**config.mk**
```make
export PLATFORM = sky130hd
export DESIGN_NAME = hpack_representation_parser
export DESIGN_NICKNAME = d
export VERILOG_FILES = /design/src/design/hpr_pkg.sv /design/src/design/hpack_representation_parser.sv /design/src/design/hpr_front.sv /design/src/design/hpr_queue.sv /design/src/design/hpr_back.sv
export SDC_FILE = /design/constraint.sdc
export NUM_CORES = 1
export LEC_CHECK = 0
export BUFFER_PORTS_ARGS = -buffer_cell sky130_fd_sc_hd__buf_4
export CORE_MARGIN = 2
export CORE_UTILIZATION = 55
export CTS_CLUSTER_DIAMETER = 50
export DETAILED_ROUTE_END_ITERATION = 8
export GPL_TIMING_DRIVEN = 1
export PLACE_DENSITY = 0.85
export SLEW_MARGIN = 20
export SYNTH_ARGS = -nofsm -noshare
export SYNTH_HDL_FRONTEND = slang
export SYNTH_HIERARCHICAL = 1
export SYNTH_SLANG_ARGS = --single-unit
```
**constraint.sdc**
```tcl
create_clock -name i_clk -period 8.9 [get_ports i_clk]
set_input_delay 0.445 -clock i_clk [delete_from_list [all_inputs] [get_ports i_clk]]
set_output_delay 0.445 -clock i_clk [all_outputs]
set_load 0.03 [all_outputs]
```
**src/design/hpr_pkg.sv**
```systemverilog
// Shared types and constants for the HPACK representation parser.
// Used by the front classifier, the byte queue, the back parser and the top level.
// No dependencies.
`default_nettype none

package hpr_pkg;

    // Default width of the integer accumulator and string length counter.
    localparam int VALUE_BITS_DEF = 32;

    // Number of classified bytes held between the front and the back.
    localparam int QUEUE_DEPTH = 4;

    localparam logic [6:0] PREFIX_7 = 7'h7f;
    localparam logic [6:0] PREFIX_6 = 7'h3f;
    localparam logic [6:0] PREFIX_5 = 7'h1f;
    localparam logic [6:0] PREFIX_4 = 7'h0f;

    typedef enum logic [2:0] {
        EV_INDEXED    = 3'd0,
        EV_LIT_INC    = 3'd1,
        EV_SIZE_UPD   = 3'd2,
        EV_LIT_NOIDX  = 3'd3,
        EV_STR_HDR    = 3'd4,
        EV_STR_BYTE   = 3'd5,
        EV_TRUNCATED  = 3'd6,
        EV_RESERVED   = 3'd7
    } t_event;

    // One header block byte together with its classification as the first byte
    // of a representation.
    typedef struct packed {
        logic [7:0] data;
        logic       last;
        t_event     kind;
        logic [6:0] limit;
        logic [6:0] prefix;
        logic       prefix_full;
    } t_byte_info;

    typedef struct packed {
        t_event      event_res;
        logic [31:0] value;
        logic        is_value_string;
        logic        huffman;
        logic [7:0]  string_byte;
        logic        last_of_string;
    } t_result;

endpackage

`default_nettype wire

```
**src/design/hpack_representation_parser.sv**
```systemverilog
// HPACK representation parser, top level. Each accepted byte is queued, and its
// result is registered for output when the back parser pops it. Throughput: one
// header byte per cycle while the queue is not full; the back parser takes one
// queued byte a cycle whenever its output register is empty or being drained.
// Reset (synchronous, active low) empties the queue, returns the parser to idle
// and drops the output valid at once; no clearing pass is needed.
// Depends on hpr_pkg, hpr_front, hpr_queue and hpr_back.
`default_nettype none

module hpack_representation_parser #(
    parameter int VALUE_BITS = hpr_pkg::VALUE_BITS_DEF
) (
    input  wire logic        i_clk,
    input  wire logic        i_rst_n,
    input  wire logic        s_axis_tvalid,
    output logic             s_axis_tready,
    input  wire logic [7:0]  s_axis_tdata,   // [7:0] data_byte
    input  wire logic        s_axis_tlast,   // last_in_block
    output logic             m_axis_tvalid,
    input  wire logic        m_axis_tready,
    output logic [39:0]      m_axis_tdata,   // [31:0] value, [39:32] string_byte
    output logic [4:0]       m_axis_tuser,   // [2:0] event_res, [3] is_value_string,
                                             // [4] huffman
    output logic             m_axis_tlast    // last_of_string
);

    hpr_pkg::t_byte_info front_info;
    hpr_pkg::t_byte_info queue_info;
    hpr_pkg::t_result    result;
    logic                queue_full;
    logic                queue_empty;
    logic                queue_pop;

    hpr_front u_front (
        .i_data (s_axis_tdata),
        .i_last (s_axis_tlast),
        .o_info (front_info)
    );

    hpr_queue u_queue (
        .i_clk   (i_clk),
        .i_rst_n (i_rst_n),
        .i_push  (s_axis_tvalid),
        .i_info  (front_info),
        .o_full  (queue_full),
        .i_pop   (queue_pop),
        .o_empty (queue_empty),
        .o_info  (queue_info)
    );

    hpr_back #(
        .VALUE_BITS (VALUE_BITS)
    ) u_back (
        .i_clk    (i_clk),
        .i_rst_n  (i_rst_n),
        .i_empty  (queue_empty),
        .i_info   (queue_info),
        .o_pop    (queue_pop),
        .o_valid  (m_axis_tvalid),
        .i_ready  (m_axis_tready),
        .o_result (result)
    );

    assign s_axis_tready = !queue_full;
    assign m_axis_tdata  = {result.string_byte, result.value};
    assign m_axis_tuser  = {result.huffman, result.is_value_string, result.event_res};
    assign m_axis_tlast  = result.last_of_string;

endmodule

`default_nettype wire

```
**src/design/hpr_front.sv**
```systemverilog
// Front classifier: decodes the leading bits of each incoming byte into a
// representation kind and prefix. Depends on hpr_pkg.
`default_nettype none

module hpr_front (
    input  wire logic [7:0]          i_data,
    input  wire logic                i_last,
    output hpr_pkg::t_byte_info      o_info
);

    logic [6:0]      limit;
    hpr_pkg::t_event kind;
    logic [6:0]      prefix;

    always_comb begin
        priority if (i_data[7]) begin
            kind  = hpr_pkg::EV_INDEXED;
            limit = hpr_pkg::PREFIX_7;
        end else if (i_data[6]) begin
            kind  = hpr_pkg::EV_LIT_INC;
            limit = hpr_pkg::PREFIX_6;
        end else if (i_data[5]) begin
            kind  = hpr_pkg::EV_SIZE_UPD;
            limit = hpr_pkg::PREFIX_5;
        end else begin
            kind  = hpr_pkg::EV_LIT_NOIDX;
            limit = hpr_pkg::PREFIX_4;
        end
        prefix = i_data[6:0] & limit;
    end

    assign o_info.data        = i_data;
    assign o_info.last        = i_last;
    assign o_info.kind        = kind;
    assign o_info.limit       = limit;
    assign o_info.prefix      = prefix;
    assign o_info.prefix_full = (prefix == limit);

endmodule

`default_nettype wire

```
**src/design/hpr_queue.sv**
```systemverilog
// Short queue of classified bytes between the front and the back parser.
// Depends on hpr_pkg.
`default_nettype none

module hpr_queue (
    input  wire logic                i_clk,
    input  wire logic                i_rst_n,
    input  wire logic                i_push,
    input  wire hpr_pkg::t_byte_info i_info,
    output logic                     o_full,
    input  wire logic                i_pop,
    output logic                     o_empty,
    output hpr_pkg::t_byte_info      o_info
);

    localparam int AW = $clog2(hpr_pkg::QUEUE_DEPTH);
    localparam int CW = $clog2(hpr_pkg::QUEUE_DEPTH + 1);

    hpr_pkg::t_byte_info r_mem [hpr_pkg::QUEUE_DEPTH];
    logic [AW-1:0]       r_wr_ptr, n_wr_ptr;
    logic [AW-1:0]       r_rd_ptr, n_rd_ptr;
    logic [CW-1:0]       r_count, n_count;
    logic                do_push, do_pop;

    assign o_full  = (r_count == CW'(hpr_pkg::QUEUE_DEPTH));
    assign o_empty = (r_count == '0);
    assign o_info  = r_mem[r_rd_ptr];

    assign do_push = i_push && !o_full;
    assign do_pop  = i_pop && !o_empty;

    always_comb begin
        n_wr_ptr = r_wr_ptr;
        n_rd_ptr = r_rd_ptr;
        n_count  = r_count;
        if (do_push) begin
            n_wr_ptr = (r_wr_ptr == AW'(hpr_pkg::QUEUE_DEPTH - 1)) ? '0 : r_wr_ptr + 1'b1;
        end
        if (do_pop) begin
            n_rd_ptr = (r_rd_ptr == AW'(hpr_pkg::QUEUE_DEPTH - 1)) ? '0 : r_rd_ptr + 1'b1;
        end
        unique case ({do_push, do_pop})
            2'b10:   n_count = r_count + 1'b1;
            2'b01:   n_count = r_count - 1'b1;
            default: n_count = r_count;
        endcase
    end

    always_ff @(posedge i_clk) begin
        if (!i_rst_n) begin
            r_wr_ptr <= '0;
            r_rd_ptr <= '0;
            r_count  <= '0;
        end else begin
            r_wr_ptr <= n_wr_ptr;
            r_rd_ptr <= n_rd_ptr;
            r_count  <= n_count;
        end
    end

    always_ff @(posedge i_clk) begin
        if (do_push) begin
            r_mem[r_wr_ptr] <= i_info;
        end
    end

endmodule

`default_nettype wire

```
**src/design/hpr_back.sv**
```systemverilog
// Back parser: walks the representation state machine over queued bytes,
// decodes prefix integers and string lengths, and holds the result register.
// Depends on hpr_pkg.
`default_nettype none

module hpr_back #(
    parameter int VALUE_BITS = hpr_pkg::VALUE_BITS_DEF
) (
    input  wire logic                i_clk,
    input  wire logic                i_rst_n,
    input  wire logic                i_empty,
    input  wire hpr_pkg::t_byte_info i_info,
    output logic                     o_pop,
    output logic                     o_valid,
    input  wire logic                i_ready,
    output hpr_pkg::t_result         o_result
);

    localparam int VB = VALUE_BITS;
    localparam logic [VB-1:0] VMAX = '1;

    typedef enum logic [4:0] {
        PH_IDLE      = 5'b00001,
        PH_REP_INT   = 5'b00010,
        PH_STR_HDR   = 5'b00100,
        PH_STR_INT   = 5'b01000,
        PH_STR_BYTES = 5'b10000
    } t_phase;

    t_phase           r_phase, n_phase;
    logic [VB-1:0]    r_acc, n_acc;
    logic [5:0]       r_shift, n_shift;
    logic [6:0]       r_limit, n_limit;
    hpr_pkg::t_event  r_kind, n_kind;
    logic [VB-1:0]    r_remain, n_remain;
    logic [1:0]       r_strings, n_strings;
    logic             r_huff, n_huff;

    logic             r_out_valid;
    hpr_pkg::t_result r_out;

    // Integer continuation datapath shared by both integer phases.
    logic [6:0]       grp;
    logic [VB+6:0]    grp_shifted;
    logic [VB-1:0]    acc_grp;
    logic [5:0]       shift_grp;
    logic [VB:0]      fin_sum;
    logic [VB-1:0]    fin;

    logic             emit;
    hpr_pkg::t_event  ev;
    logic [VB-1:0]    val;
    logic [VB+31:0]   val_ext;
    logic             isv, huf, los;
    logic [7:0]       sb;

    logic             do_rep, do_str, do_end;
    hpr_pkg::t_event  rep_kind;
    logic [VB-1:0]    rep_val, str_len;
    logic [1:0]       strings_dec;

    assign o_pop = !i_empty && (!r_out_valid || i_ready);

    always_comb begin
        grp         = i_info.data[6:0];
        grp_shifted = (VB+7)'(grp) << r_shift;
        acc_grp     = r_acc;
        if (grp != '0) begin
            if (r_shift >= 6'd63 || int'(r_shift) >= VB) begin
                acc_grp = VMAX;
            end else if (grp_shifted[VB+6:VB] != '0) begin
                acc_grp = VMAX;
            end else begin
                acc_grp = r_acc | grp_shifted[VB-1:0];
            end
        end
        shift_grp = (r_shift >= 6'd56) ? 6'd63 : r_shift + 6'd7;
        fin_sum   = {1'b0, acc_grp} + (VB+1)'(r_limit);
        fin       = fin_sum[VB] ? VMAX : fin_sum[VB-1:0];
    end

    always_comb begin
        n_phase   = r_phase;
        n_acc     = r_acc;
        n_shift   = r_shift;
        n_limit   = r_limit;
        n_kind    = r_kind;
        n_remain  = r_remain;
        n_strings = r_strings;
        n_huff    = r_huff;

        emit = 1'b0;
        ev   = hpr_pkg::EV_INDEXED;
        val  = '0;
        isv  = 1'b0;
        huf  = 1'b0;
        sb   = '0;
        los  = 1'b0;

        do_rep   = 1'b0;
        do_str   = 1'b0;
        do_end   = 1'b0;
        rep_kind = i_info.kind;
        rep_val  = '0;
        str_len  = '0;

        unique case (r_phase)
            PH_REP_INT: begin
                n_acc   = acc_grp;
                n_shift = shift_grp;
                if (!i_info.data[7]) begin
                    do_rep   = 1'b1;
                    rep_kind = r_kind;
                    rep_val  = fin;
                end
            end
            PH_STR_HDR: begin
                n_huff = i_info.data[7];
                if (i_info.data[6:0] != hpr_pkg::PREFIX_7) begin
                    do_str  = 1'b1;
                    str_len = VB'(i_info.data[6:0]);
                end else begin
                    n_acc   = '0;
                    n_shift = '0;
                    n_limit = hpr_pkg::PREFIX_7;
                    n_phase = PH_STR_INT;
                end
            end
            PH_STR_INT: begin
                n_acc   = acc_grp;
                n_shift = shift_grp;
                if (!i_info.data[7]) begin
                    do_str  = 1'b1;
                    str_len = fin;
                end
            end
            PH_STR_BYTES: begin
                emit     = 1'b1;
                ev       = hpr_pkg::EV_STR_BYTE;
                isv      = (r_strings == 2'd1);
                huf      = r_huff;
                sb       = i_info.data;
                los      = (r_remain <= VB'(1));
                n_remain = (r_remain != '0) ? r_remain - 1'b1 : '0;
                if (n_remain == '0) begin
                    do_end = 1'b1;
                end
            end
            default: begin
                // Idle, and any corrupted phase code, starts a representation.
                if (!i_info.prefix_full) begin
                    do_rep   = 1'b1;
                    rep_kind = i_info.kind;
                    rep_val  = VB'(i_info.prefix);
                end else begin
                    n_acc   = '0;
                    n_shift = '0;
                    n_limit = i_info.limit;
                    n_kind  = i_info.kind;
                    n_phase = PH_REP_INT;
                end
            end
        endcase

        if (do_rep) begin
            emit = 1'b1;
            ev   = rep_kind;
            val  = rep_val;
            if (rep_kind == hpr_pkg::EV_INDEXED || rep_kind == hpr_pkg::EV_SIZE_UPD) begin
                n_phase = PH_IDLE;
            end else begin
                n_strings = (rep_val == '0) ? 2'd2 : 2'd1;
                n_phase   = PH_STR_HDR;
            end
        end

        if (do_str) begin
            emit = 1'b1;
            ev   = hpr_pkg::EV_STR_HDR;
            val  = str_len;
            isv  = (r_strings == 2'd1);
            huf  = n_huff;
            los  = (str_len == '0);
            if (str_len == '0) begin
                do_end = 1'b1;
            end else begin
                n_remain = str_len;
                n_phase  = PH_STR_BYTES;
            end
        end

        strings_dec = (r_strings != '0) ? r_strings - 1'b1 : '0;
        if (do_end) begin
            n_strings = strings_dec;
            n_phase   = (strings_dec != '0) ? PH_STR_HDR : PH_IDLE;
        end

        // The last byte of a block always returns the parser to its reset state;
        // an unfinished representation is reported instead of this byte's event.
        if (i_info.last) begin
            if (n_phase != PH_IDLE) begin
                emit = 1'b1;
                ev   = hpr_pkg::EV_TRUNCATED;
                val  = '0;
                isv  = 1'b0;
                huf  = 1'b0;
                sb   = '0;
                los  = 1'b0;
            end
            n_phase   = PH_IDLE;
            n_acc     = '0;
            n_shift   = '0;
            n_limit   = '0;
            n_kind    = hpr_pkg::EV_INDEXED;
            n_remain  = '0;
            n_strings = '0;
            n_huff    = 1'b0;
        end

        val_ext = {32'b0, val};
    end

    always_ff @(posedge i_clk) begin
        if (!i_rst_n) begin
            r_phase     <= PH_IDLE;
            r_acc       <= '0;
            r_shift     <= '0;
            r_limit     <= '0;
            r_kind      <= hpr_pkg::EV_INDEXED;
            r_remain    <= '0;
            r_strings   <= '0;
            r_huff      <= 1'b0;
            r_out_valid <= 1'b0;
        end else begin
            if (o_pop) begin
                r_phase     <= n_phase;
                r_acc       <= n_acc;
                r_shift     <= n_shift;
                r_limit     <= n_limit;
                r_kind      <= n_kind;
                r_remain    <= n_remain;
                r_strings   <= n_strings;
                r_huff      <= n_huff;
                r_out_valid <= emit;
            end else if (i_ready) begin
                r_out_valid <= 1'b0;
            end
        end
    end

    always_ff @(posedge i_clk) begin
        if (o_pop && emit) begin
            r_out.event_res       <= ev;
            r_out.value           <= val_ext[31:0];
            r_out.is_value_string <= isv;
            r_out.huffman         <= huf;
            r_out.string_byte     <= sb;
            r_out.last_of_string  <= los;
        end
    end

    assign o_valid  = r_out_valid;
    assign o_result = r_out;

endmodule

`default_nettype wire
```
; ---- Word-level counts from Yosys, hierarchy flattened
; Memories as Yosys holds them, arrays and structs flattened. A register that Yosys moved wholly into a read port is not among the register bits.
; Cells that the tools add are included.
[totals]
ff_bits = 142
memories = 1
output_inout_bits = 48
inputBits = 13
mem_bits_rw = 108
wordCells = 190
[op_classes]
n_mux = 103
reduce_logical = 34
order_cmp = 4
n_eq_ne = 19
add_sub_neg = 8
shifts = 1
bitwise = 2
[mem_list]
columns = memory, depth, word_bits, rd, rd_clocked_by_memory_dff, wr, line
row1 = u_queue.r_mem, 4, 27, 1, 1, 1, hpr_queue.sv:19  ; hpr_pkg::t_byte_info r_mem [hpr_pkg::QUEUE_DEPTH];
[ops]
columns = operator, count
row1 = 2-to-1 mux 32 bit, 17
row2 = case mux 32 bit (2 select lines), 2
row3 = zero test 32 bit, 3
row4 = case mux 32 bit (3 select lines), 1
row5 = 2-to-1 mux 7 bit, 7
row6 = 2-to-1 mux 3 bit, 14
row7 = 2-to-1 mux 5 bit, 8
row8 = << shifter 7 x 6 -> 39 bit, 1
row9 = adder 32 x 7 -> 33 bit, 1
row10 = <= comparator 32 x 1 -> 1 bit (second input constant), 1
row11 = bitwise OR 32 bit, 1
row12 = nonzero test 32 bit, 1
row13 = subtractor 32 x 1 -> 32 bit (second input constant), 1
row14 = 2-to-1 mux 1 bit, 31
row15 = 2-to-1 mux 6 bit, 4
row16 = 2-to-1 mux 8 bit, 3
row17 = 2-to-1 mux 2 bit, 10
row18 = greater-or-equal comparator 6 bit (second input constant), 3
row19 = case mux 6 bit (3 select lines), 1
row20 = case mux 7 bit (2 select lines), 1
row21 = nonzero test 7 bit, 2
row22 = case mux 5 bit (2 select lines), 1
row23 = nonzero test 2 bit, 5
row24 = AND reduction 4 bit, 2
row25 = other kinds (33), 50

; ---- Depth between registers and ports, before layout
[logic_depth]
word_depth = 17
mapped_depth = 29
ltp_nobuf = 23

; ---- Hierarchy
; The synthesis kept the hierarchy.
[by_module_without_submodules]
columns = module, area_per_inst_um2, cells_per_inst, seq_area_each_um2, instances
row1 = hpr_back, 9464.1, 1203, 3163.0, 1
row2 = hpr_queue, 4438.0, 197, 3423.3, 1
row3 = hpr_front, 235.2, 33, 0.0, 1
row4 = hpack_representation_parser, 3.8, 1, 0.0, 1

; ---- Least setup slack after synthesis
; OpenSTA, ideal clock, no wires.
[synth_timing]
kind = reg-to-reg
from = register (tool-made name)
to = register u_back.r_out (netlist bit u_back/o_result[0]), enable pin
required_ns = 8.435
setup_slack_ns = 0.322
path_buffers = 7
t_arrival_ns = 8.113
path_stages_with_launch = 28
path_cell_list = dfxtp_1 buf_6 buf_12 mux4_2 buf_2 mux2_2 a21oi_1 a311oi_2 nor2_1 clkbuf_1 o21ai_0 a21o_1 ha_1 o21ai_0 a21boi_0 o21a_1 o211ai_1 or2_2 clkbuf_1 nor4_1 clkbuf_1 a2111oi_0 o2111ai_1 o21a_1 a211oi_2 or2_1 buf_2 a21oi_1
[synth_rtl]
columns = element, line
row1 = to (decl), hpr_back.sv:40  ; hpr_pkg::t_result r_out;

==> flow_summary.json <==
{
  "drtIter0Drc": 1555,
  "fmax_ghz": 0.123,
  "relSlewSlack_pct": 22.7,
  "grtUsageTotal_pct": 30.3,
  "setup_violations": 0,
  "post_drt_wl_per_cell_um": 22.7,
  "grt_pass1_vias": 11079,
  "initial_utilization_pct": 56.2,
  "tightest_slew_ns": 1.14,
  "fin_tns_setup_ns": 0,
  "drt_first_pass_iters": 8,
  "synth-seq-cells": 252,
  "wirelength_mm": 40.7,
  "vdd_ir_drop_max_mv": 0.249,
  "p_leak_uw": 0.00544,
  "clk_pin_slew_ns": 0.06,
  "slew_viol_final": 0,
  "p_sw_uw": 1820,
  "place.gp.congestion": 1.01,
  "drc": 0,
  "syn-cell-area_sq_mm": 0.0141,
  "critPathBufInv": 0,
  "timing.final.crit_share_pct": 91.3,
  "postCtsHoldBufs": 0,
  "cts_root_buffer": "clkbuf_16",
  "areaGrowthSynthToFinish_pct": 11.6,
  "drtAntennaViolNets": 0,
  "die_area_sq_mm": 0.0270,
  "worstSetupStartpointType": "register",
  "grt_pass1_wl_mm": 63.5,
  "path_delay_family": "simple AND/OR/NAND/NOR gates",
  "hold_viol_final": 0,
  "cp_slowest_stage_delay_ns": 0.78,
  "status": "complete, no violations",
  "insertedDiodeCount": 0,
  "cpMaxStageDelayCell": "nor2_1",
  "sw_frac_of_total_pct": 39.0,
  "min_path_type": "primary input to register",
  "clock_latency_ns": 0.57,
  "syn_inst": 1434,
  "core_area_sq_mm": 0.0252,
  "viasPerCell": 6.70,
  "path_class": "register to register",
  "power.internal_uw": 2850,
  "synth_cell_types": 96,
  "clock_skew_ns": 0.0334,
  "seq_area_frac_synth_pct": 46.6,
  "min_period_ns": 8.13,
  "cts_buffer_depth": 3,
  "worstPathMaxFanout": 19,
  "drv_cap": 0,
  "die_h_um": 164,
  "synth_edf_count": 154,
  "htree_num_levels": 1,
  "grt_overflow": 0,
  "arrival_ns": 8.59,
  "dpl.hpwl_mm": 29.1,
  "cts_num_sinks": 252,
  "drive_gt1_share_pct": 14.1,
  "via_count": 12029,
  "rsz0062_at_grt": "no",
  "ctsResizeCount": 0,
  "yosys_warnings": 6,
  "io_pins": 61,
  "pwr_density_cell_mw_per_mm2": 296,
  "critPathRequiredTime_ns": 9.37,
  "async_flop_share_pct": 0,
  "fin_nets": 1473,
  "final_cells": 1795,
  "tritoncts": "done",
  "crit_chain": "mux4_2, nor3_1, a32o_1, a311oi_2, nor2_1, o21ai_0, a21o_1, ha_1, o21ai_0, a21boi_0, o21a_1, o211ai_1, nor2_1, nand4_1, mux2i_1, or4b_1, or4_1, a21oi_4, nand2_2, o221ai_1",
  "cts_buffers": 30,
  "p_comb_share_pct": 37.4,
  "endpoint_kind": "register",
  "yosys_most_used_dff": "edfxtp_1",
  "dpl.cell_count": 1740,
  "postCtsSetupBuffers": 0,
  "avgSynthCellArea_sq_um": 9.86,
  "seqPwrFrac_pct": 34.7,
  "port_buffers": 60,
  "grt_max_degree": 47,
  "total_power_uw": 4670,
  "num_rows": 58,
  "p_clk_share_pct": 27.9,
  "antenna_found_initial": 1,
  "die_w_um": 164
}
per-layer routing:
metal | vias up | track usage (%) | part of all wire, %
li1 | 5461 | - | -
met1 | 5741 | 42.3 | 41
met2 | 708 | 47.4 | 45
met3 | 119 | 4.60 | 9.5
met4 | 0 | 12.9 | 4.4
met5 | - | 0 | 0
worst reg2reg max path, cell delays in order (launching register included):
cell	delay, ns
dfxtp_2	0.47
mux4_2	0.67
nor3_1	0.46
a32o_1	0.32
a311oi_2	0.19
nor2_1	0.78
o21ai_0	0.21
a21o_1	0.25
ha_1	0.33
o21ai_0	0.14
a21boi_0	0.37
o21a_1	0.21
o211ai_1	0.14
nor2_1	0.57
nand4_1	0.33
mux2i_1	0.18
or4b_1	0.59
or4_1	0.60
a21oi_4	0.54
nand2_2	0.40
o221ai_1	0.30
Yosys cell counts (8+ instances only):
| master | number | share of area (%) |
|---|---|---|
| edfxtp_1 | 154 | 33 |
| nor2_1 | 147 | 3.9 |
| a21oi_1 | 100 | 3.5 |
| dfxtp_1 | 98 | 14 |
| nand2_1 | 97 | 2.6 |
| o21ai_0 | 70 | 2.5 |
| clkbuf_1 | 69 | 1.8 |
| nor3_1 | 65 | 2.3 |
| inv_1 | 40 | 1.1 |
| nand3_1 | 25 | 0.88 |
| nor2b_1 | 25 | 1.1 |
| a31oi_1 | 23 | 1.0 |
| and2_1 | 23 | 1.0 |
| nor4_1 | 23 | 1.0 |
| buf_2 | 22 | 0.78 |
| buf_4 | 21 | 1.1 |
| mux2i_1 | 21 | 1.5 |
| mux4_2 | 20 | 3.2 |
| nand2b_1 | 17 | 0.75 |
| o211ai_1 | 17 | 0.90 |
| a211oi_1 | 16 | 0.85 |
| ha_1 | 16 | 1.4 |
| or3_1 | 16 | 0.71 |
| a22oi_1 | 15 | 0.80 |
| o221ai_1 | 15 | 0.93 |
| and3_1 | 14 | 0.62 |
| or4_1 | 14 | 0.74 |
| xnor2_1 | 14 | 0.87 |
| or2_2 | 13 | 0.58 |
| nand4_1 | 12 | 0.53 |
| xor2_1 | 11 | 0.68 |
| o21a_1 | 10 | 0.53 |
| o2111a_1 | 9 | 0.72 |
| o31ai_1 | 9 | 0.48 |
| a21o_1 | 8 | 0.42 |
| a221o_1 | 8 | 0.57 |
| o31a_1 | 8 | 0.50 |
| o32ai_1 | 8 | 0.50 |
cells in the final DEF (no fill, tap or decap), types with 8 or more instances in the layout:
master / Yosys / routed
o31a_1: 8 / 8
nand2b_1: 17 / 17
a211oi_1: 16 / 16
nor3_1: 65 / 64
nor2_1: 147 / 146
and2_1: 23 / 23
nor4_1: 23 / 21
o2111a_1: 9 / 9
o211ai_1: 17 / 17
buf_4: 21 / 89
mux2i_1: 21 / 21
and3_1: 14 / 14
edfxtp_1: 154 / 154
xnor2_1: 14 / 14
nand2_1: 97 / 97
o32ai_1: 8 / 8
o221ai_1: 15 / 15
o31ai_1: 9 / 9
mux4_2: 20 / 20
a22oi_1: 15 / 15
a31oi_1: 23 / 23
ha_1: 16 / 16
o21ai_0: 70 / 70
xor2_1: 11 / 11
a21oi_1: 100 / 99
or2_2: 13 / 13
inv_1: 40 / 40
dfxtp_1: 98 / 97
or4_1: 14 / 14
a221o_1: 8 / 8
a21o_1: 8 / 8
nand3_1: 25 / 25
nor2b_1: 25 / 25
o21a_1: 10 / 10
nand4_1: 12 / 12
or3_1: 16 / 16
clkbuf_16: 0 / 30
final timing paths:
check                                                   from                          endpoint  slack, ns  cells after the start
worst max-delay path                                register  u_back/r_remain[26]$_SDFFE_PN0P_       0.77                     20
worst min-delay path                            s_axis_tlast    u_queue/r_mem[2][18]$_DFFE_PP_       0.08                      1
worst max register to register                      register  u_back/r_remain[26]$_SDFFE_PN0P_       0.77                     20
worst min register to register  u_back/r_acc[4]$_SDFFE_PN0P_      u_back/r_acc[4]$_SDFFE_PN0P_       0.47                      2
through the flow:
step | setup slack [ns] | area [sq um] | util [%] | hold slack [ns]
global route | 0.287 | 15800 | 62.6 | 0.0719
finish | 0.775 | 15800 | 62.6 | 0.0763
global placement | 1.18 | 14700 | 58.4 | 0.442
CTS | 0.968 | 15800 | 62.6 | 0.0631
detailed placement | 0.983 | 14700 | 58.4 | 0.457
floorplan | 0.322 | 14200 | - | 0.429
kinds of logic after synthesis:
kind of cell	synth area share (%)
XOR/XNOR	1.55
multiplexers	6.37
buffers and inverters	5.18
AO/OA/AOI/OAI	19.4
other	0.0531
AND/OR/NAND/NOR	19.1
adder cells (fa/ha/maj)	1.70
flip-flops	46.6
sequential cells by signal (all words and copies together) (netlist names), 2 cells and up, named ones only:
signal,count
u_back/r_limit,7
u_queue/r_mem,108
u_back/r_phase,5
u_queue/r_count,3
u_back/r_shift,6
u_back/r_remain,32
u_back/o_result,46
u_back/r_strings,2
u_back/r_kind,3
u_queue/r_wr_ptr,2
u_back/r_acc,32
u_queue/r_rd_ptr,2
final cells by class:
cell class | instances | area, sq um
tap | 330 | 413
timing repair buffer | 89 | 668
clock inverter | 24 | 325
fill | 1988 | 9410
clock buffer | 31 | 754
sequential | 252 | 6590
inverter | 40 | 150
multi-input combinational | 1029 | 6880
power by group through the flow:
stage	logic [uW]	registers, uW	clock network (uW)
3_5_place_dp	1710	1640	0
3_3_place_gp	1690	1630	0
5_1_grt	1880	1640	1360
4_1_cts	1720	1620	1320
6_report	1750	1620	1300
2_1_floorplan	1030	1780	0
Note: power is estimated with default switching activity, not from simulation.
